### src/rtl/abs_pkg.sv
`default_nettype none
package abs_pkg;

  // input command codes
  localparam logic [1:0] CMD_BYTE    = 2'd0;
  localparam logic [1:0] CMD_ACK     = 2'd1;
  localparam logic [1:0] CMD_TIMEOUT = 2'd2;

  // job kinds passed from the front to the back
  localparam logic [1:0] JOB_PKT  = 2'd0;
  localparam logic [1:0] JOB_DROP = 2'd1;
  localparam logic [1:0] JOB_STOP = 2'd2;

  localparam int unsigned CMD_W   = 2;
  localparam int unsigned BYTE_W  = 8;
  localparam int unsigned WORD_W  = 32;
  localparam int unsigned PSUM_W  = 13;
  localparam int unsigned INDEX_W = 5;

  typedef struct packed {
    logic [1:0] kind;
    logic       seq;
    logic       stop_first;
  } job_t;

  function automatic logic [WORD_W-1:0] sext_byte(input logic [BYTE_W-1:0] b);
    sext_byte = {{(WORD_W-BYTE_W){b[BYTE_W-1]}}, b};
  endfunction

endpackage
`default_nettype wire

### src/rtl/abs_in_if.sv
`default_nettype none
interface abs_in_if import abs_pkg::*; ();
  logic                      valid;
  logic                      ready;
  logic        [CMD_W-1:0]   cmd;
  logic        [BYTE_W-1:0]  msg_byte;
  logic signed [WORD_W-1:0]  pkt_seqnum;
  logic signed [WORD_W-1:0]  pkt_acknum;
  logic signed [WORD_W-1:0]  pkt_checksum;
  logic signed [PSUM_W-1:0]  pkt_payload_sum;

  modport source (
    output valid, cmd, msg_byte, pkt_seqnum, pkt_acknum, pkt_checksum, pkt_payload_sum,
    input  ready
  );
  modport sink (
    input  valid, cmd, msg_byte, pkt_seqnum, pkt_acknum, pkt_checksum, pkt_payload_sum,
    output ready
  );
endinterface
`default_nettype wire

### src/rtl/abs_front.sv
`default_nettype none
module abs_front import abs_pkg::*; #(
  parameter int unsigned QUEUE_DEPTH   = 16,
  parameter int unsigned PAYLOAD_BYTES = 20,
  parameter int unsigned SLOTS         = 20,
  parameter int unsigned SLOT_W        = 5,
  parameter int unsigned POS_W         = 5,
  parameter int unsigned SUM_W         = 13
) (
  input  wire logic                    clk,
  input  wire logic                    rst_n,
  abs_in_if.sink                       in_if,
  // job push toward the back
  output logic                         job_push,
  output job_t                         job,
  output logic [SLOT_W-1:0]            job_slot,
  input  wire logic                    job_full,
  // store write side
  output logic                         byte_we,
  output logic [SLOT_W-1:0]            byte_wslot,
  output logic [POS_W-1:0]             byte_wpos,
  output logic [BYTE_W-1:0]            byte_wdata,
  output logic                         sum_we,
  output logic [SLOT_W-1:0]            sum_wslot,
  output logic signed [SUM_W-1:0]      sum_wdata
);
  localparam int unsigned CNT_W = $clog2(QUEUE_DEPTH + 1);

  logic                    ack_r, seq_r, held_seq_r, zero_r;
  logic [SLOT_W-1:0]       head_r, asm_r;
  logic [CNT_W-1:0]        count_r;
  logic [POS_W-1:0]        pos_r;
  logic signed [SUM_W-1:0] run_sum_r;

  logic                    accept;
  logic [BYTE_W-1:0]       eff_byte;
  logic signed [SUM_W-1:0] sum_new;
  logic                    msg_done, ack_ok;
  logic [WORD_W-1:0]       ck_calc;
  logic [SLOT_W-1:0]       head_inc, asm_inc;

  function automatic logic [SLOT_W-1:0] slot_inc(input logic [SLOT_W-1:0] s);
    slot_inc = (s == SLOT_W'(SLOTS - 1)) ? '0 : s + 1'b1;
  endfunction

  assign in_if.ready = !job_full;
  assign accept      = in_if.valid && !job_full;

  assign eff_byte = zero_r ? '0 : in_if.msg_byte;
  assign sum_new  = run_sum_r + SUM_W'(signed'(eff_byte));
  assign msg_done = (pos_r == POS_W'(PAYLOAD_BYTES - 1));
  assign head_inc = slot_inc(head_r);
  assign asm_inc  = slot_inc(asm_r);

  assign ck_calc = in_if.pkt_seqnum + in_if.pkt_acknum
                 + {{(WORD_W-PSUM_W){in_if.pkt_payload_sum[PSUM_W-1]}}, in_if.pkt_payload_sum};
  assign ack_ok  = !ack_r && (ck_calc == in_if.pkt_checksum)
                 && (in_if.pkt_acknum == WORD_W'(seq_r));

  assign byte_we    = accept && (in_if.cmd == CMD_BYTE);
  assign byte_wslot = asm_r;
  assign byte_wpos  = pos_r;
  assign byte_wdata = eff_byte;
  assign sum_we     = byte_we && msg_done;
  assign sum_wslot  = asm_r;
  assign sum_wdata  = sum_new;

  // classify the item and decide what job, if any, the back gets
  always_comb begin
    job_push        = 1'b0;
    job.kind        = JOB_PKT;
    job.seq         = held_seq_r;
    job.stop_first  = 1'b0;
    job_slot        = head_r;
    if (accept) begin
      unique case (in_if.cmd)
        CMD_BYTE: begin
          if (msg_done) begin
            if (ack_r) begin
              job_push = 1'b1;
              job.seq  = seq_r;
              job_slot = asm_r;
            end else if (count_r == CNT_W'(QUEUE_DEPTH)) begin
              job_push = 1'b1;
              job.kind = JOB_DROP;
            end
          end
        end
        CMD_ACK: begin
          if (ack_ok) begin
            job_push = 1'b1;
            if (count_r != '0) begin
              job.seq        = !seq_r;
              job.stop_first = 1'b1;
              job_slot       = head_inc;
            end else begin
              job.kind = JOB_STOP;
            end
          end
        end
        CMD_TIMEOUT: begin
          job_push = !ack_r;
        end
        default: ;
      endcase
    end
  end

  always_ff @(posedge clk) begin
    if (!rst_n) begin
      ack_r      <= 1'b1;
      seq_r      <= 1'b0;
      held_seq_r <= 1'b0;
      zero_r     <= 1'b0;
      head_r     <= '0;
      asm_r      <= SLOT_W'(1);
      count_r    <= '0;
      pos_r      <= '0;
      run_sum_r  <= '0;
    end else if (accept) begin
      unique case (in_if.cmd)
        CMD_BYTE: begin
          if (msg_done) begin
            pos_r     <= '0;
            zero_r    <= 1'b0;
            run_sum_r <= '0;
            if (ack_r) begin
              head_r     <= asm_r;
              asm_r      <= asm_inc;
              held_seq_r <= seq_r;
              ack_r      <= 1'b0;
            end else if (count_r != CNT_W'(QUEUE_DEPTH)) begin
              count_r <= count_r + 1'b1;
              asm_r   <= asm_inc;
            end
          end else begin
            pos_r     <= pos_r + 1'b1;
            run_sum_r <= sum_new;
            if (in_if.msg_byte == '0) begin
              zero_r <= 1'b1;
            end
          end
        end
        CMD_ACK: begin
          if (ack_ok) begin
            seq_r <= !seq_r;
            if (count_r != '0) begin
              head_r     <= head_inc;
              count_r    <= count_r - 1'b1;
              held_seq_r <= !seq_r;
            end else begin
              ack_r <= 1'b1;
            end
          end
        end
        default: ;
      endcase
    end
  end
endmodule
`default_nettype wire

### src/flat_wrapper.sv
// flat-port wrapper written by rule: the top's interface ports become plain ports
module abs_front_flat import abs_pkg::*;
#(
  parameter int unsigned QUEUE_DEPTH   = 16,
  parameter int unsigned PAYLOAD_BYTES = 20,
  parameter int unsigned SLOTS         = 20,
  parameter int unsigned SLOT_W        = 5,
  parameter int unsigned POS_W         = 5,
  parameter int unsigned SUM_W         = 13
)
  (clk, rst_n, job_push, job, job_slot, job_full, byte_we, byte_wslot, byte_wpos, byte_wdata, sum_we, sum_wslot, sum_wdata, in_if_valid, in_if_cmd, in_if_msg_byte, in_if_pkt_seqnum, in_if_pkt_acknum, in_if_pkt_checksum, in_if_pkt_payload_sum, in_if_ready);
  abs_in_if in_if_i ();
  input  wire logic clk;
  input  wire logic rst_n;
  output logic job_push;
  output job_t job;
  output logic [SLOT_W-1:0] job_slot;
  input  wire logic job_full;
  output logic byte_we;
  output logic [SLOT_W-1:0] byte_wslot;
  output logic [POS_W-1:0] byte_wpos;
  output logic [BYTE_W-1:0] byte_wdata;
  output logic sum_we;
  output logic [SLOT_W-1:0] sum_wslot;
  output logic signed [SUM_W-1:0] sum_wdata;
  input wire logic [$bits(in_if_i.valid)-1:0] in_if_valid;
  input wire logic [$bits(in_if_i.cmd)-1:0] in_if_cmd;
  input wire logic [$bits(in_if_i.msg_byte)-1:0] in_if_msg_byte;
  input wire logic [$bits(in_if_i.pkt_seqnum)-1:0] in_if_pkt_seqnum;
  input wire logic [$bits(in_if_i.pkt_acknum)-1:0] in_if_pkt_acknum;
  input wire logic [$bits(in_if_i.pkt_checksum)-1:0] in_if_pkt_checksum;
  input wire logic [$bits(in_if_i.pkt_payload_sum)-1:0] in_if_pkt_payload_sum;
  output wire logic [$bits(in_if_i.ready)-1:0] in_if_ready;
  assign in_if_i.valid = in_if_valid;
  assign in_if_i.cmd = in_if_cmd;
  assign in_if_i.msg_byte = in_if_msg_byte;
  assign in_if_i.pkt_seqnum = in_if_pkt_seqnum;
  assign in_if_i.pkt_acknum = in_if_pkt_acknum;
  assign in_if_i.pkt_checksum = in_if_pkt_checksum;
  assign in_if_i.pkt_payload_sum = in_if_pkt_payload_sum;
  assign in_if_ready = in_if_i.ready;
  abs_front #(.QUEUE_DEPTH(QUEUE_DEPTH), .PAYLOAD_BYTES(PAYLOAD_BYTES), .SLOTS(SLOTS), .SLOT_W(SLOT_W), .POS_W(POS_W), .SUM_W(SUM_W)) u_core (.clk(clk), .rst_n(rst_n), .in_if(in_if_i), .job_push(job_push), .job(job), .job_slot(job_slot), .job_full(job_full), .byte_we(byte_we), .byte_wslot(byte_wslot), .byte_wpos(byte_wpos), .byte_wdata(byte_wdata), .sum_we(sum_we), .sum_wslot(sum_wslot), .sum_wdata(sum_wdata));
endmodule
### config.mk
export PLATFORM = sky130hd
export DESIGN_NAME = abs_front_flat
export DESIGN_NICKNAME = d
export VERILOG_FILES = /design/src/rtl/abs_pkg.sv /design/src/rtl/abs_in_if.sv /design/src/rtl/abs_front.sv /design/src/flat_wrapper.sv
export SDC_FILE = /design/constraint.sdc
export NUM_CORES = 1
export LEC_CHECK = 0
export BUFFER_PORTS_ARGS = -buffer_cell sky130_fd_sc_hd__buf_2
export CAP_MARGIN = 15
export CORE_ASPECT_RATIO = 1.1
export CORE_MARGIN = 8
export CORE_UTILIZATION = 42
export CTS_CLUSTER_SIZE = 16
export DETAILED_ROUTE_END_ITERATION = 7
export PLACE_DENSITY = 0.66
export SETUP_SLACK_MARGIN = 0.4
export SYNTH_ARGS = -nofsm -noshare
export SYNTH_HDL_FRONTEND = slang
export SYNTH_SLANG_ARGS = --single-unit
### constraint.sdc
create_clock -name clk -period 4.1 [get_ports clk]
set_input_delay 0.205 -clock clk [delete_from_list [all_inputs] [get_ports clk]]
set_output_delay 0.205 -clock clk [all_outputs]
set_load 0.02 [all_outputs]
; ---- Word-level counts from Yosys, hierarchy flattened
; Cells that the tools add are included.
[classes]
add_sub_neg = 8
mul = 0
n_div = 0
order_cmp = 0
eq_ne = 15
shifts = 0
n_mux = 45
n_bitwise = 0
n_reduce_logical = 21
[op_table]
columns = cell, count
row1 = two-way mux 5 bit, 15
row2 = adder 32 bit, 2
row3 = == test 32 x 1 -> 1 bit, 1
row4 = == test 32 bit, 1
row5 = "adder 5 x 1 -> 5 bit, second input constant", 4
row6 = "== test 5 bit, second input constant", 4
row7 = case mux 5 bit (2 select lines), 2
row8 = two-way mux 1 bit, 17
row9 = adder 13 x 8 -> 13 bit, 1
row10 = two-way mux 13 bit, 1
row11 = AND reduction 5 bit, 2
row12 = logical NOT 8 bit, 1
row13 = two-way mux 4 bit, 2
row14 = two-way mux 8 bit, 1
row15 = AND reduction 7 bit, 1
row16 = "!= test 2 x 1 -> 1 bit, second input constant", 3
row17 = "!= test 2 bit, second input constant", 3
row18 = case mux 3 bit (2 select lines), 1
row19 = AND reduction 3 bit, 2
row20 = nonzero test 2 bit, 3
row21 = logical AND 1 bit, 5
row22 = "!= test 5 bit, second input constant", 1
row23 = nonzero test 5 bit, 1
row24 = "subtractor 5 x 1 -> 5 bit, second input constant", 1
row25 = 10 further kinds, 14
[totals]
register_bits = 37
latch_bits = 0
ramBits = 0
rom_bits = 0
inputBits = 123
output_inout_bits = 49
elab_cells = 98
memories = 0

; ---- Longest topological paths before layout
[logic_depth]
word_depth = 8
ltp_mapped = 15
depth_no_buf = 15

; ---- Least setup slack after synthesis
; OpenSTA, ideal clock, no wires.
[synth_timing]
path_type = input-to-output
startpoint = in in_if_pkt_payload_sum[1]
endpoint = out job[1] (netlist name)
t_arrival_ns = 3.736
required_time_ns = 3.895
setup_slack_ns = 0.159
path_stages = 13
path_buffers = 0
path_cell_list = fa_1 ha_1 fa_1 a21o_1 a21oi_1 xnor2_1 or3_1 or4_1 nor2_1 nand4b_1 nor4_4 a211oi_1 nor3_1
[synth_rtl]
columns = element, line
row1 = "start, declared", flat_wrapper.sv:32  ; input wire logic [$bits(in_if_i.pkt_payload_sum)-1:0] in_if_pkt_payload_sum;
row2 = "end, declared", flat_wrapper.sv:16  ; output job_t job;

; ---- Worst setup path after layout
[layout_timing]
startpoint = in in_if_pkt_seqnum[1]
endpoint = out job_slot[1]
[layout_between]
elab_chain_len = 8
[layout_lines]
columns = element, line
row1 = "start, declared", flat_wrapper.sv:29  ; input wire logic [$bits(in_if_i.pkt_seqnum)-1:0] in_if_pkt_seqnum;
row2 = adder 32 bit, abs_front.sv:55  ; assign ck_calc = in_if.pkt_seqnum + in_if.pkt_acknum
row3 = adder 32 bit, abs_front.sv:56  ; + {{(WORD_W-PSUM_W){in_if.pkt_payload_sum[PSUM_W-1]}}, in_if.pkt_payload_sum};
row4 = == test 32 bit, abs_front.sv:57  ; assign ack_ok = !ack_r && (ck_calc == in_if.pkt_checksum)
row5 = logical AND 1 bit, abs_front.sv:57
row6 = logical AND 1 bit, abs_front.sv:58  ; && (in_if.pkt_acknum == WORD_W'(seq_r));
row7 = two-way mux 5 bit, --
row8 = case mux 5 bit (2 select lines), --
row9 = two-way mux 5 bit, --
row10 = "end, declared", flat_wrapper.sv:17  ; output logic [SLOT_W-1:0] job_slot;
; Every way passes these cells.

==> impl_metrics.tcl <==
set metrics [dict create \
    wire_per_inst_um 18.8 \
    synth_cells 835 \
    placedInstanceArea_sq_um 8270 \
    slew_headroom_pct 51.8 \
    final.setup.tns_ps -250 \
    synth_most_common_cell "nand2_1" \
    cp_common_cell "buf_6" \
    grt_pass1_wl_mm 40.0 \
    syn_area_sq_um 6430 \
    dieHeight_um 146 \
    cp.required_ps 3890 \
    power_density_nw_per_um2 323 \
    drv_cap 0 \
    die_x_um 134 \
    vias 7607 \
    fp.coreArea_sq_um 15000 \
    fin_crit_sh_pct 102 \
    cts_tree "built" \
    syn2layout_area_growth_pct 45.3 \
    place.gp.congestion 0.965 \
    crit_fanout 4 \
    synth_seq_cells 37 \
    path_buf_inv 3 \
    arrival_ps 3990 \
    worst_setup_hold_path_clk_slew_ps 60 \
    syn_nets 1040 \
    dieArea_sq_um 19500 \
    viasPerCell 5.77 \
    synth_warnings 0 \
    initial_utilization_pct 42.9 \
    crit_start "in_if_pkt_seqnum[1]" \
    cts_inserted_buffers 5 \
    violations "setup timing" \
    root_buffer "clkbuf_16" \
    reg2reg_from "u_core.ack_r$_SDFFE_PN1P_" \
    avgSynthCellArea_sq_um 7.71 \
    fmax_mhz 238 \
    synthFlopType "dfxtp_1" \
    hold_path.class "in -> reg" \
    design_area_sq_um 9350 \
    final_cell_count_no_fill 1319 \
    path_class "in -> out" \
    p_leak_nw 4.12 \
    worstMarginPinSlew_ps 723 \
    total_power_mw 3.02 \
    ys_top_cells_by_area "dfxtp_1 12%, fa_1 11%, ha_1 9.3%" \
    startpoint_type "input port" \
    holdWs_ps 267 \
    diodes 0 \
    track_usage_pct 24.7 \
    cts_hold_buf 0 \
    ys_seq_area_share_pct 11.5 \
    synth_top_area_cell "dfxtp_1" \
    crit_family "compound AO/OA/AOI/OAI gates" \
    worstPathCellList "buf_6 > fa_1 > ha_2 > fa_2 > a21o_4 > a221oi_4 > buf_4 > o221ai_4 > xnor2_2 > a311oi_2 > nand4_1 > nor4_4 > and4_4 > nor2_4 > o22a_1 > buf_6" \
    dp.cells 1284 \
    setup_slack_ps -96.4 \
    slowest_stage "fa_1" \
    synthTopCellsByCount "85 x nand2_1, 74 x nor2_1, 68 x a21oi_1, 48 x ha_1, 42 x xnor2_1" \
    status "finished with violations" \
    synth_edf_count 0 \
    numClockSinks 37 \
    rsz0062_at_grt "true" \
    io_pins 172 \
    async_reset_ff_share_pct 0 \
    drcViolationCount 0 \
    period_needed_ps 4200 \
    hold_start "rst_n" \
    htreeDepth 2 \
    insertion_delay_ps 280 \
    drt_iter0_drc 467 \
    dp_hpwl_mm 20.3 \
    wl_mm 24.8 \
    max-clock-path-buffers 2 \
    port_buffers 171 \
    slowest_delay_ps 480 \
    grt_antenna_before_repair 0 \
    first_pass_iters 5 \
    grt_start_max_net_pins 21 \
    reg2reg_slack_ps 730 \
    layout.nets 1327 \
    grt-ovfl-total 0 \
    fin_skew_ps 6.33 \
    synth_top_area_share_pct 11.5 \
    hold_viol 0 \
    yosys.cell_types.count 84 \
    ir_drop_mv 0.182 \
    setup_violations 7 \
    postRouteAntennaNets 0 \
    fp-row-count 47 \
    layout-drive-gt1-share_pct 39.3 \
    end_kind "output pin" \
    grt_pass1_vias 7926 \
    drv_slew 0 \
]
==> routing by layer <==
metal / part of all wire (%) / up-vias / track usage, %
met1: 42 / 3575 / 29.7
li1: - / 3691 / -
met4: 2.3 / 0 / 6.07
met3: 6.8 / 44 / 4.66
met5: 0 / - / 0
met2: 49 / 297 / 44.0
==> repair_timing <==
item / in CTS / in global routing
setup buffers: 18 / 9
gates resized for setup: 114 / 31
endpoints found under the hold margin: 0 / 0
pin swaps: 33 / 24
setup endpoints to repair: 21 / 22
==> power breakdown <==
group	switching (mW)	internal (mW)
clock network	0.166	0.304
logic	1.17	1.02
registers	0.00281	0.364
total	1.34	1.69
==> sequential cells by signal, summed over array words and instances (netlist names) <==
| name | count |
|---|---|
| u_core.ack_r | 1 |
| u_core.byte_wpos | 5 |
| u_core.byte_wslot | 5 |
| u_core.count_r | 5 |
| u_core.head_r | 5 |
| u_core.held_seq_r | 1 |
| u_core.run_sum_r | 13 |
| u_core.seq_r | 1 |
| u_core.zero_r | 1 |
==> cell usage in the layout, fill, tap and decap left out, types with 5 or more instances in the layout <==
| cell type | synthesis | layout |
|---|---|---|
| o21a_1 | 11 | 11 |
| nor2b_1 | 12 | 11 |
| xor2_1 | 23 | 22 |
| nand2b_1 | 11 | 11 |
| xnor2_2 | 0 | 5 |
| nor3b_1 | 5 | 5 |
| and3_1 | 7 | 6 |
| xnor2_1 | 42 | 37 |
| inv_1 | 26 | 26 |
| a211o_1 | 5 | 5 |
| nor4_2 | 1 | 6 |
| or2_2 | 6 | 5 |
| and4_1 | 7 | 5 |
| a21oi_2 | 3 | 14 |
| a211oi_1 | 7 | 5 |
| nor4_1 | 28 | 21 |
| nor3_1 | 29 | 23 |
| a21o_1 | 15 | 14 |
| mux2i_1 | 12 | 11 |
| o21ai_0 | 31 | 27 |
| ha_4 | 0 | 7 |
| nand2_1 | 85 | 82 |
| buf_2 | 9 | 160 |
| nand4_1 | 33 | 33 |
| nor2_1 | 74 | 69 |
| o21bai_1 | 7 | 7 |
| ha_2 | 0 | 5 |
| o21ai_2 | 2 | 7 |
| mux2_2 | 6 | 6 |
| ha_1 | 48 | 36 |
| buf_4 | 8 | 126 |
| dfxtp_1 | 37 | 37 |
| o211ai_1 | 14 | 14 |
| a22oi_1 | 10 | 9 |
| buf_6 | 1 | 25 |
| clkbuf_16 | 0 | 5 |
| fa_1 | 34 | 33 |
| a21oi_1 | 68 | 54 |
| nand3_1 | 21 | 20 |
| or3_1 | 7 | 6 |
==> stage by stage <==
| step | utilization, % | setup WS [ps] |
|---|---|---|
| after floorplan | - | 363 |
| after global placement | 55.1 | -191 |
| after CTS | 61.0 | -20.7 |
| after detailed placement | 55.1 | -198 |
| final | 62.3 | -96.4 |
| after global routing | 62.3 | -234 |
==> cell families (layout without fill, tap and decap cells) <==
group | count (synthesis) | after routing | synth area share (%)
AOI/OAI and AO/OA | 224 | 224 | 23.9
xor gates and xnor gates | 66 | 66 | 9.20
adders and majority gates | 82 | 82 | 19.9
buffers and inverters | 60 | 348 | 4.26
DFF | 37 | 37 | 11.5
muxes | 18 | 18 | 2.92
and+or+nand+nor | 348 | 348 | 28.3
==> final cells by class <==
| cell class | count | area [sq um] |
|---|---|---|
| flip-flops and latches | 37 | 741 |
| inverters | 27 | 101 |
| clock inverters | 2 | 37.5 |
| multi-input cells | 738 | 6020 |
| fillers | 1341 | 5650 |
| well taps | 196 | 245 |
| repair buffers | 313 | 2070 |
| clock buffers | 6 | 139 |
==> final timing paths <==
check                                      end  cells past startpoint
min reg2reg   u_core.run_sum_r[2]$_SDFFE_PN0P_                      2
min          u_core.byte_wslot[0]$_SDFFE_PN1P_                      2
max                                job_slot[1]                     16
max reg2reg     u_core.count_r[1]$_SDFFE_PN0P_                     13
Power figures use the tool's default switching activity.
