**src/rtl/abs_jobq.sv**
```systemverilog
`default_nettype none
module abs_jobq #(
  parameter int unsigned W = 8
) (
  input  wire logic         clk,
  input  wire logic         rst_n,
  input  wire logic         push,
  input  wire logic [W-1:0] wdata,
  output logic              full,
  input  wire logic         pop,
  output logic              empty,
  output logic [W-1:0]      rdata
);
  logic [W-1:0] e0_r, e1_r;
  logic [1:0]   count_r;
  logic         do_push, do_pop;

  assign full    = (count_r == 2'd2);
  assign empty   = (count_r == 2'd0);
  assign rdata   = e0_r;
  assign do_push = push && !full;
  assign do_pop  = pop && !empty;

  always_ff @(posedge clk) begin
    if (!rst_n) begin
      count_r <= 2'd0;
    end else begin
      case ({do_push, do_pop})
        2'b10: count_r <= count_r + 2'd1;
        2'b01: count_r <= count_r - 2'd1;
        default: count_r <= count_r;
      endcase
    end
  end

  always_ff @(posedge clk) begin
    case ({do_push, do_pop})
      2'b10: begin
        if (count_r == 2'd0) begin
          e0_r <= wdata;
        end else begin
          e1_r <= wdata;
        end
      end
      2'b01: e0_r <= e1_r;
      2'b11: begin
        if (count_r == 2'd1) begin
          e0_r <= wdata;
        end else begin
          e0_r <= e1_r;
          e1_r <= wdata;
        end
      end
      default: ;
    endcase
  end
endmodule
`default_nettype wire

```
**config.mk**
```make
export PLATFORM = sky130hd
export DESIGN_NAME = abs_jobq
export DESIGN_NICKNAME = d
export VERILOG_FILES = /design/src/rtl/abs_jobq.sv
export SDC_FILE = /design/constraint.sdc
export NUM_CORES = 1
export LEC_CHECK = 0
export ABC_CLOCK_PERIOD_IN_PS = 2650
export BUFFER_PORTS_ARGS = -buffer_cell sky130_fd_sc_hd__buf_4
export CORE_MARGIN = 10
export CORE_UTILIZATION = 25
export CTS_BUF_LIST = sky130_fd_sc_hd__clkbuf_2 sky130_fd_sc_hd__clkbuf_4 sky130_fd_sc_hd__clkbuf_8
export CTS_CLUSTER_SIZE = 25
export DETAILED_ROUTE_END_ITERATION = 12
export HOLD_SLACK_MARGIN = 0.12
export MAX_ROUTING_LAYER = met4
export PLACE_DENSITY_LB_ADDON = 0.08
export SLEW_MARGIN = 20
export SYNTH_ARGS = -nofsm -noshare
export SYNTH_HDL_FRONTEND = slang
export SYNTH_SLANG_ARGS = --single-unit
export TNS_END_PERCENT = 20
```
**constraint.sdc**
```tcl
create_clock -name clk -period 2.65 [get_ports clk]
set_input_delay 0.265 -clock clk [delete_from_list [all_inputs] [get_ports clk]]
set_output_delay 0.265 -clock clk [all_outputs]
set_load 0.01 [all_outputs]
```
# Word-level counts from Yosys, hierarchy flattened
# Index checks and enable logic that the tools add are counted.
# word_totals
register_bits,18
output_inout_bits,10
word_cells,30
# classes
addsub,2
eq_ne,8
n_mux,7
n_reduce_logical,10
# op_table
cell,count
8-bit two-way mux,4
8-bit one-hot mux with 3 select lines,1
8-bit one-hot mux with 2 select lines,1
2-bit equality test (second input constant),3
2-bit != test (second input constant),3
2-bit by 1-bit equality test with 1-bit output (second input constant),2
2-bit one-hot mux with 2 select lines,1
2-bit nonzero test,2
3-bit AND reduction,1
3-bit nonzero test,1
2-bit by 1-bit adder with 2-bit output (second input constant),1
1-bit logical AND,2
1-bit zero test,2
2-bit zero test,1
2-bit AND reduction,1
2-bit by 1-bit subtractor with 2-bit output (second input constant),1

# Logic depth before layout (Yosys ltp)
# Gate-level depths: netlist (run 1).
# depth
word_depth,6
ltp_mapped,8

# Least setup slack after synthesis (run 1)
# OpenSTA, ideal clock, no wires.
# synth_path
path_type,flip-flop to flip-flop
startpoint,reg count_r[0]
endpoint,"reg e1_r[0], enable pin"
setup_ns,0.377
arrival_ns,1.778
required_ns,2.273
slack_ns,0.495
path_stages_with_launch,8
path_buffers,0
synth_period_minus_slack_ns,2.155
cell_sequence,dfxtp_1 inv_1 ha_1 nand2b_4 clkinv_4 ha_1 nand2b_1 a22oi_1
# synth_via
elab_chain_cells,6
# synth_lines
item,line_no,source
from (decl),15,logic [1:0] count_r;
from (signal assigned),29,2'b10: count_r <= count_r + 2'd1;
from (signal assigned),30,2'b01: count_r <= count_r - 2'd1;
from (signal assigned),31,default: count_r <= count_r;
2-bit zero test *,19,assign empty = (count_r == 2'd0);
net empty,11,"output logic empty,"
1-bit zero test,22,assign do_pop = pop && !empty;
1-bit logical AND,22,
2-bit equality test,37,"case ({do_push, do_pop})"
2-bit != test (no line) or 2-bit nonzero test (tied branches),-,
3-bit AND reduction (no line) *,-,
to (signal assigned),42,e1_r <= wdata;
to (signal assigned),51,e1_r <= wdata;
to (decl),14,"logic [W-1:0] e0_r, e1_r;"
# Mark *: on every way through the listed nets, which the timed path passes. The rest lies on a longest branch.
# A chain may end at the register's enable or synchronous reset.

# Worst setup path after layout (run 1)
# layout_path
startpoint,reg count_r[0]
endpoint,"reg e1_r[2], enable pin"
# layout_via
elab_chain_cells,6
# layout_lines
item,line_no
2-bit equality test or 2-bit zero test (tied branches),"18, 19, 39"
"1-bit zero test, on equally long branches","21, 22"
"1-bit logical AND, on equally long branches","21, 22"
2-bit equality test,37
2-bit != test (no line) or 2-bit nonzero test (tied branches),-
3-bit AND reduction (no line) *,-
# Every way passes the cells marked *; elsewhere a longest branch is shown, timed or not.

==> results of run 1 <==
-- area by class of cell --
type                    instances  area (sq um)
clock buffers                   3          22.5
clock inverters                 1          3.75
fillers                       354          2220
inverters                       6          27.5
multi-input cells              32           295
flip-flops and latches         18           520
well taps                      46          57.6
repair buffers                 22           165
-- logic make-up after synthesis --
group                      count (synthesis)  share of synthesized area
xor gates and xnor gates                   1                     0.0104
buffers and inverters                      6                     0.0326
adders and majority gates                  8                      0.119
AOI/OAI and AO/OA                         14                      0.142
DFF                                       18                      0.617
and+or+nand+nor                            9                     0.0786
-- registers in the layout, summed over array words and instances, names as in the netlist --
| name | flops |
|---|---|
| count_r | 2 |
| e1_r | 8 |
| rdata | 8 |
-- power by group --
part	leakage (nW)	switching [mW]	internal, mW
combinational	0.264	0.254	0.231
clock	0.0154	0.0816	0.0547
sequential	0.170	0.0372	0.468
total	0.450	0.373	0.753
-- critical path: stages (launching register included) --
cell and delay, ns:
dfxtp_1 0.35, inv_1 0.08, ha_1 0.22, nand2b_4 0.21, clkinv_4 0.08, ha_1 0.25
nand2b_1 0.16, a22oi_1 0.15, buf_4 0.19
-- layer usage --
metal | wire, um | vias up | track usage
met3 | 123 | 2 | 0.0273
met1 | 705 | 224 | 0.0630
met2 | 763 | 17 | 0.0839
li1 | - | 259 | -
met4 | 13 | 0 | 0.0215
met5 | 0 | - | -
-- how the worst max path moves through the flow --
stage | start | cells past startpoint | slack [ns] | to
floorplan | count_r[0]$_SDFFE_PN0P_ | 7 | 0.50 | e1_r[0]$_DFFE_PP_
global placement | count_r[0]$_SDFFE_PN0P_ | 8 | 0.73 | e1_r[3]$_DFFE_PP_
detailed placement | count_r[0]$_SDFFE_PN0P_ | 8 | 0.69 | e1_r[1]$_DFFE_PP_
CTS | count_r[0]$_SDFFE_PN0P_ | 8 | 0.66 | e1_r[5]$_DFFE_PP_
global route | count_r[0]$_SDFFE_PN0P_ | 8 | 0.57 | rdata[1]$_DFFE_PP_
finish | count_r[0]$_SDFFE_PN0P_ | 8 | 0.67 | e1_r[2]$_DFFE_PP_
-- placed cells by master, fill, tap and decap left out --
master / count
buf_4: 22
edfxtp_1: 16
a22o_1: 8
ha_1: 8
inv_1: 5
nand2_1: 4
clkbuf_4: 3
nand2b_4: 2
nand2b_1: 2
dfxtp_1: 2
clkinv_4: 1
nand2_4: 1
a21oi_4: 1
a22oi_1: 1
a211o_1: 1
a21boi_1: 1
xnor2_1: 1
o21ai_0: 1
a21oi_1: 1
clkinv_1: 1
==> out/results.ini, run 1 <==
[routing]
totalWireLength_um=1610
ant_nets=0
drt-pass1-iter-count=3
wl_per_cell_um=12.5
first_iter_violations=32
vias=502
viasPerCell=3.92
drcViolationCount=0

[place]
hpwl_um=1280
place_congestion=0.719
io_buffers=21
pre_cts_ws_ns=0.687
place_area_sq_mm=0.00107
dp_cells=124

[critical_path]
cp-start-kind=flop
reg2reg_to=e1_r[2]$_DFFE_PP_
reg2reg_slack_ns=0.67
critPathArrivalTime_ns=1.98
r2r_cells=8
worstPathRequired_ns=2.66
critPathKind=reg2reg
r2r_start=count_r[0]$_SDFFE_PN0P_
critPathCaptureType=flop
critPathMaxFanout=8

[die]
initial_core_util=0.255
rows=21
core_sq_mm=0.00331
fp.dieArea_sq_mm=0.00610
die_height_um=78.1
die_w_um=78.1
ios=22

[sta]
maxSlewViolCount=0
hold_viol_final=0
fin_crit_sh=0.746
relSlewSlack=0.762
tns_ns=0
setup_violations=0
hold-worst-slack_ns=0.156
clock.fmax_mhz=506
rsz0062_at_grt=no
tightest_slew_ns=0.356
setup_ws_ns=0.673
period_minus_slack_ns=1.98
finClkSkew_ns=0.00432

[worst_hold_path]
hold_class=in2reg
holdPathStages=1
min_to=e1_r[1]$_DFFE_PP_
worstHoldStart=wdata[1]

[synth]
synth_area_leader_cell=edfxtp_1
yosysWarnings=0
ys_ff_latch=18
syn_area_per_cell_sq_um=15.1
ys.flop_type=edfxtp_1
synth_common_cells=16 x edfxtp_1, 8 x a22o_1, 8 x ha_1, 5 x inv_1, 4 x nand2_1
synth_nets=76
ys_seq_area_frac=0.617
synth_top_area_frac=0.570
synth_area_leaders=edfxtp_1 57%, ha_1 12%, a22o_1 8.3%
yosys.cell_count.top_type=edfxtp_1
synth_edf_count=16
async_flop_share=0
netlist_area_sq_um=843
ys_types=17
synth_cells=56

[final_layout]
fin_area_sq_mm=0.00109
area_growth_syn_to_layout_pct=29.5
fin_util=0.330
diodes=0
layout-drive-gt1-share=0.366
layoutNonFillerInstCount=128
layout.nets=103

[cts]
clock_latency_ns=0.29
post_cts_resized=0
clockBufferDepth=2
numCtsBuffers=3
clockRootBuffer=clkbuf_4
path_clk_slew_ns=0.10
htreeDepth=1
cts_tree=built
post_cts_buffers=0
hold_buffers=0
cts.sinks=18

[global_routing]
grt_overflow=0
antenna_found_initial=0
grt_pass1_vias=553
grt_max_degree=11
grt_pass1_wl_um=2610
grt_usage=0.0560

[outcome]
status=completed

[run]
cap_violations=0

[power_and_ir_drop]
p_leak_nw=0.450
vdd_drop_max_v=0.000341
power_mw=1.13
p_per_area_mw_per_mm2=1030

No activity file was read; power rests on OpenSTA's default activity.
==> run 2, diff against run 1 <==
Settings changed: ABC_AREA set to 1, ABC_CLOCK_PERIOD_IN_PS 2650 to 1900.
Clock period 2.65 ns to 1.9 ns, I/O delays scaled along.
==> run 2 against run 1 <==
  * Clock power is 96% higher
  * Hold slack worse by 0.025 ns
  * Sequential cell count stayed put
  * First-iteration DRC count is 34% lower
  * Critical path depth is 2 higher
  * Register-to-register slack worse by 0.53 ns
  * Area after synthesis is 11% higher
  * Total power is 60% higher
  * Clock-buffer cell count stayed put
  * Core utilization is 2.9 points higher
  * Largest cell class unchanged
  * Highest routed layer unchanged
==> out/results.ini, run 2 <==
[outcome]
status=completed

[final_layout]
seqCellArea_sq_um=522
area_growth_syn_to_layout_pct=39.1
layout-drive-gt1-share=0.279
multi_input_area_sq_um=344
layout_common_cells=33 x nand2_1, 26 x buf_4, 19 x inv_1, 16 x edfxtp_1, 10 x nor2_1
layout.nets=157
final_common_cell=nand2_1
fill_cells=389
diodes=0

[cts]
clock_latency_ns=0.25
cts.sinks=18
numCtsBuffers=3
cts_tree=built
clockBufferDepth=2
htreeDepth=1
path_clk_slew_ns=0.06
clockRootBuffer=clkbuf_8

[routing]
first_iter_violations=21
totalWireLength_um=1940
ant_nets=0
drt-pass1-iter-count=2
wl_per_cell_um=10.5
drcViolationCount=0
viasPerCell=3.80
vias=700

[critical_path]
r2r_start=count_r[0]$_SDFFE_PN0P_
path_cells=inv_1 > ha_1 > inv_1 > nand2_1 > inv_1 > ha_1 > nand2_2 > nand2_1 > nor2_2 > buf_4
crit_top_cell=inv_1
max_stage_delay_ns=0.33
crit_end=e1_r[0]$_DFFE_PP_
critPathKind=reg2reg
worstPathRequired_ns=1.87
cp-start-kind=flop
cp-startpoint=count_r[0]$_SDFFE_PN0P_
slowest_stage=dfxtp_2
critPathArrivalTime_ns=1.73
critPathMaxFanout=5
reg2reg_to=e1_r[0]$_DFFE_PP_
critPathCaptureType=flop
reg2reg_slack_ns=0.14
r2r_cells=10

[synth]
netlist_area_sq_um=938
synth_area_leader_cell=edfxtp_1
synth_cells=100
yosysWarnings=0
synth_common_cells=34 x nand2_1, 19 x inv_1, 16 x edfxtp_1, 11 x nor2_1, 8 x ha_1
syn_area_per_cell_sq_um=9.38
ys_ff_latch=18
ys.flop_type=edfxtp_1
synth_nets=120
ys_types=13
ys_seq_area_frac=0.555
yosys.cell_count.top_type=nand2_1
synth_area_leaders=edfxtp_1 51%, nand2_1 14%, ha_1 11%
async_flop_share=0
synth_edf_count=16
synth_top_area_frac=0.512

[global_routing]
met3_usage=0.0320
met1_usage=0.0625
grt_usage=0.0672
grt_max_degree=11
grt_pass1_vias=726
busiest_layer=met2
use_met2=0.117
grt_overflow=0
grt_pass1_wl_um=3260
antenna_found_initial=0

[die]
core_sq_mm=0.00363
fp.dieArea_sq_mm=0.00660
initial_core_util=0.258
ios=22
rows=22
die_w_um=81.3
die_height_um=81.3

[power_and_ir_drop]
vdd_drop_max_v=0.000469
p_leak_nw=0.633
p_per_area_mw_per_mm2=1380

[worst_hold_path]
hold_class=in2reg

[sta]
hold-worst-slack_ns=0.131
hold_viol_final=0
maxSlewViolCount=0
clock.fmax_mhz=569
fin_crit_sh=0.924
finClkSkew_ns=0.00493
relSlewSlack=0.816
period_minus_slack_ns=1.76
rsz0062_at_grt=no
tightest_slew_ns=0.275
setup_violations=0
tns_ns=0

[place]
io_buffers=21
hpwl_um=1590
place_congestion=0.736

[run]
cap_violations=0

[run 2: cell count changes in the layout (fill, tap and decap cells not counted), moves of 2 or more]
cell / before / now
clkbuf_8: 0 / 3
nor2_1: 0 / 10
clkbuf_4: 3 / 0
a22o_1: 8 / 0
inv_2: 0 / 2
buf_4: 22 / 26
dlygate4sd3_1: 0 / 6
nand2b_1: 2 / 0
nand2b_4: 2 / 0
nand2_1: 4 / 33
inv_1: 5 / 19
[run 2: cell families (layout without fill, tap and decap cells)]
group                      Yosys count  count (layout)  synth area share
and+or+nand+nor                     49              49             0.221
AOI/OAI and AO/OA                    4               4            0.0333
buffers and inverters               21              57            0.0840
DFF                                 18              18             0.555
adders and majority gates            8               8             0.107
[run 2: how the worst min path moves through the flow]
stage | from | endpoint | slack [ns] | depth (start not counted)
global route | wdata[7] | e1_r[7]$_DFFE_PP_ | 0.12 | 1
finish | wdata[7] | e1_r[7]$_DFFE_PP_ | 0.13 | 1
CTS | wdata[7] | e1_r[7]$_DFFE_PP_ | 0.12 | 1
floorplan | wdata[0] | e1_r[0]$_DFFE_PP_ | 0.29 | 0
detailed placement | wdata[5] | e1_r[5]$_DFFE_PP_ | 0.38 | 1
global placement | wdata[5] | e1_r[5]$_DFFE_PP_ | 0.38 | 1
[run 2: layout make-up]
| cell class | count | area share |
|---|---|---|
| timing repair buffer | 32 | 0.196 |
| tap | 48 | 0.0460 |
| clock inverter | 1 | 0.00288 |
| inverter | 21 | 0.0604 |
| multi-input combinational | 61 | 0.264 |
| sequential | 18 | 0.400 |
| clock buffer | 3 | 0.0316 |
[run 2: per-stage QoR]
step / setup slack, ns / instance area (sq um) / util / power [mW] / instances
after detailed placement: 0.0980 / 1200 / 0.329 / 1.56 / 174
after global routing: 0.0225 / 1310 / 0.359 / 1.97 / 184
after floorplan: 0.0894 / 941 / - / 1.18 / 100
final: 0.144 / 1310 / 0.359 / 1.81 / 184
after CTS: 0.0830 / 1290 / 0.355 / 1.85 / 183
after global placement: 0.0989 / 1200 / 0.329 / 1.56 / 174
[run 2: where the power goes]
part	switching, mW	internal, mW
sequential	0.0492	0.649
clock	0.124	0.144
combinational	0.471	0.369
[run 2: repair_timing]
item,4_1_cts,5_1_grt
hold endpoints to repair,5,1
hold buffers,5,1
endpoints found under the setup margin,0,8
setup buffers,0,0
gates resized for setup,0,2
[run 2: worst max-delay path, delay by kind of cell, from the launching register on]
family | cells | cell delay [ns]
AND/OR/NAND/NOR | 4 | 0.40
adder cells (fa/ha/maj) | 2 | 0.39
buffers and inverters | 4 | 0.35
flip-flops | 1 | 0.33
[run 2: routing by layer]
layer / part of all wire / wire (um) / vias up
li1: - / - / 373
met1: 0.41 / 801 / 308
met2: 0.51 / 996 / 15
met3: 0.059 / 114 / 4
met4: 0.013 / 25 / 0
met5: 0 / 0 / -
==> run 3, diff against run 2 <==
Settings changed: CORE_MARGIN 10 to 2.
==> run 3 against run 2 <==
  * Sequential share of layout area down 0.57 points
  * Total power up 0.95%
  * Combinational power down 2%
  * Worst setup slack better by 0.027 ns
  * Highest routed layer unchanged
==> out/results.ini, run 3 (synthesized netlist as in run 2, its figures left out) <==
[outcome]
status=completed

[global_routing]
antenna_found_initial=0
grt_pass1_vias=707
grt_overflow=0
grt_max_degree=11
grt_pass1_wl_um=3170
grt_usage=0.103

[power_and_ir_drop]
p_comb_frac=0.454
p_int_mw=1.17
power_mw=1.82
p_per_area_mw_per_mm2=1380
switching_share=0.358
p_sw_mw=0.652
p_seq_frac=0.381
p_leak_nw=0.637
vdd_drop_max_v=0.000461
clockPowerShare=0.165

[worst_hold_path]
min_to=count_r[0]$_SDFFE_PN0P_
worstHoldStart=rst_n
hold_class=in2reg
holdPathStages=3

[place]
io_buffers=21
dp_cells=173
hpwl_um=1380
place_area_sq_mm=0.00119
place_congestion=0.700

[routing]
drcViolationCount=0
drt-pass1-iter-count=4
viasPerCell=3.89
first_iter_violations=11
vias=720
totalWireLength_um=1820
ant_nets=0
wl_per_cell_um=9.83

[final_layout]
fin_area_sq_mm=0.00132
layout.nets=158
fill_cells=398
final_common_cell=nand2_1
layoutNonFillerInstCount=185
area_growth_syn_to_layout_pct=41.1
layout-drive-gt1-share=0.292
diodes=0
layout_common_cells=33 x nand2_1, 25 x buf_4, 18 x inv_1, 16 x edfxtp_1, 10 x nor2_1

[critical_path]
critPathArrivalTime_ns=1.86
cp-start-kind=flop
reg2reg_to=rdata[0]$_DFFE_PP_
path_cells=inv_1 > ha_1 > nor2_4 > ha_2 > inv_1 > o21ai_4 > nand2_1 > nand2_1
max_stage_delay_ns=0.35
critical_path.top_delay_family=adder cells
r2r_cells=8
critPathMaxFanout=8
slowest_stage=dfxtp_2
r2r_start=count_r[0]$_SDFFE_PN0P_
worst-path-buf-inv=2
critPathKind=reg2reg
reg2reg_slack_ns=0.17
critPathCaptureType=flop
worstPathRequired_ns=2.03

[run]
cap_violations=0

[cts]
path_clk_slew_ns=0.07
numCtsBuffers=3
clockRootBuffer=clkbuf_8
cts_tree=built
post_cts_buffers=0
clockBufferDepth=2
clock_latency_ns=0.26
htreeDepth=1
cts.sinks=18

[sta]
clock.fmax_mhz=578
maxSlewViolCount=0
relSlewSlack=0.827
hold-worst-slack_ns=0.175
hold_viol_final=0
finClkSkew_ns=0.00297
fin_crit_sh=0.910
setup_violations=0
tns_ns=0
rsz0062_at_grt=no
tightest_slew_ns=0.258
period_minus_slack_ns=1.73

[die]
fp.dieArea_sq_mm=0.00426
core_sq_mm=0.00363
die_height_um=65.3
rows=22
initial_core_util=0.258
ios=22
die_w_um=65.3

==> run 3: per-stage QoR <==
| stage | worst slack (ns) | util |
|---|---|---|
| 5_1_grt | 0.000292 | 0.364 |
| 3_5_place_dp | 0.0566 | 0.327 |
| 2_1_floorplan | 0.0894 | - |
| 6_report | 0.171 | 0.364 |
| 3_3_place_gp | 0.106 | 0.327 |
| 4_1_cts | 0.0380 | 0.357 |
==> run 3: final cells by class <==
type	count	area (sq um)	share of cell area
sequential	18	522	0.394
multi-input combinational	61	347	0.262
timing repair buffer	33	268	0.202
inverter	21	78.8	0.0595
tap	48	60.1	0.0454
clock buffer	4	48.8	0.0369
==> run 3: layer usage <==
metal,part of all wire,GRT usage
met1,0.46,0.114
met2,0.48,0.172
met3,0.038,0.0257
met4,0.021,0.0547
met5,0,-
==> run 3: tightest hold or removal path: stages <==
cell     delay (ns)
buf_4          0.10
inv_1          0.06
a21oi_1        0.04
==> run 3: worst max-delay path by stage <==
| stage | from | endpoint | depth (start not counted) |
|---|---|---|---|
| final | count_r[0]$_SDFFE_PN0P_ | rdata[0]$_DFFE_PP_ | 8 |
| after global routing | count_r[0]$_SDFFE_PN0P_ | rdata[7]$_DFFE_PP_ | 8 |
| after floorplan | count_r[0]$_SDFFE_PN0P_ | rdata[0]$_DFFE_PP_ | 5 |
| after detailed placement | count_r[0]$_SDFFE_PN0P_ | e1_r[4]$_DFFE_PP_ | 10 |
| after global placement | count_r[0]$_SDFFE_PN0P_ | e1_r[2]$_DFFE_PP_ | 10 |
| after CTS | count_r[0]$_SDFFE_PN0P_ | e1_r[4]$_DFFE_PP_ | 10 |
==> run 3: repair_timing <==
item / CTS / global route
gates resized for setup: 0 / 4
setup endpoints to repair: 0 / 16
hold endpoints to repair: 6 / 2
hold buffers: 6 / 2
==> run 3: power groups by stage <==
stage	registers (mW)	logic [mW]	clock network, mW
floorplan	0.747	0.434	0
finish	0.695	0.827	0.300
global route	0.718	0.940	0.328
detailed placement	0.704	0.826	0
global placement	0.700	0.825	0
CTS	0.695	0.839	0.311
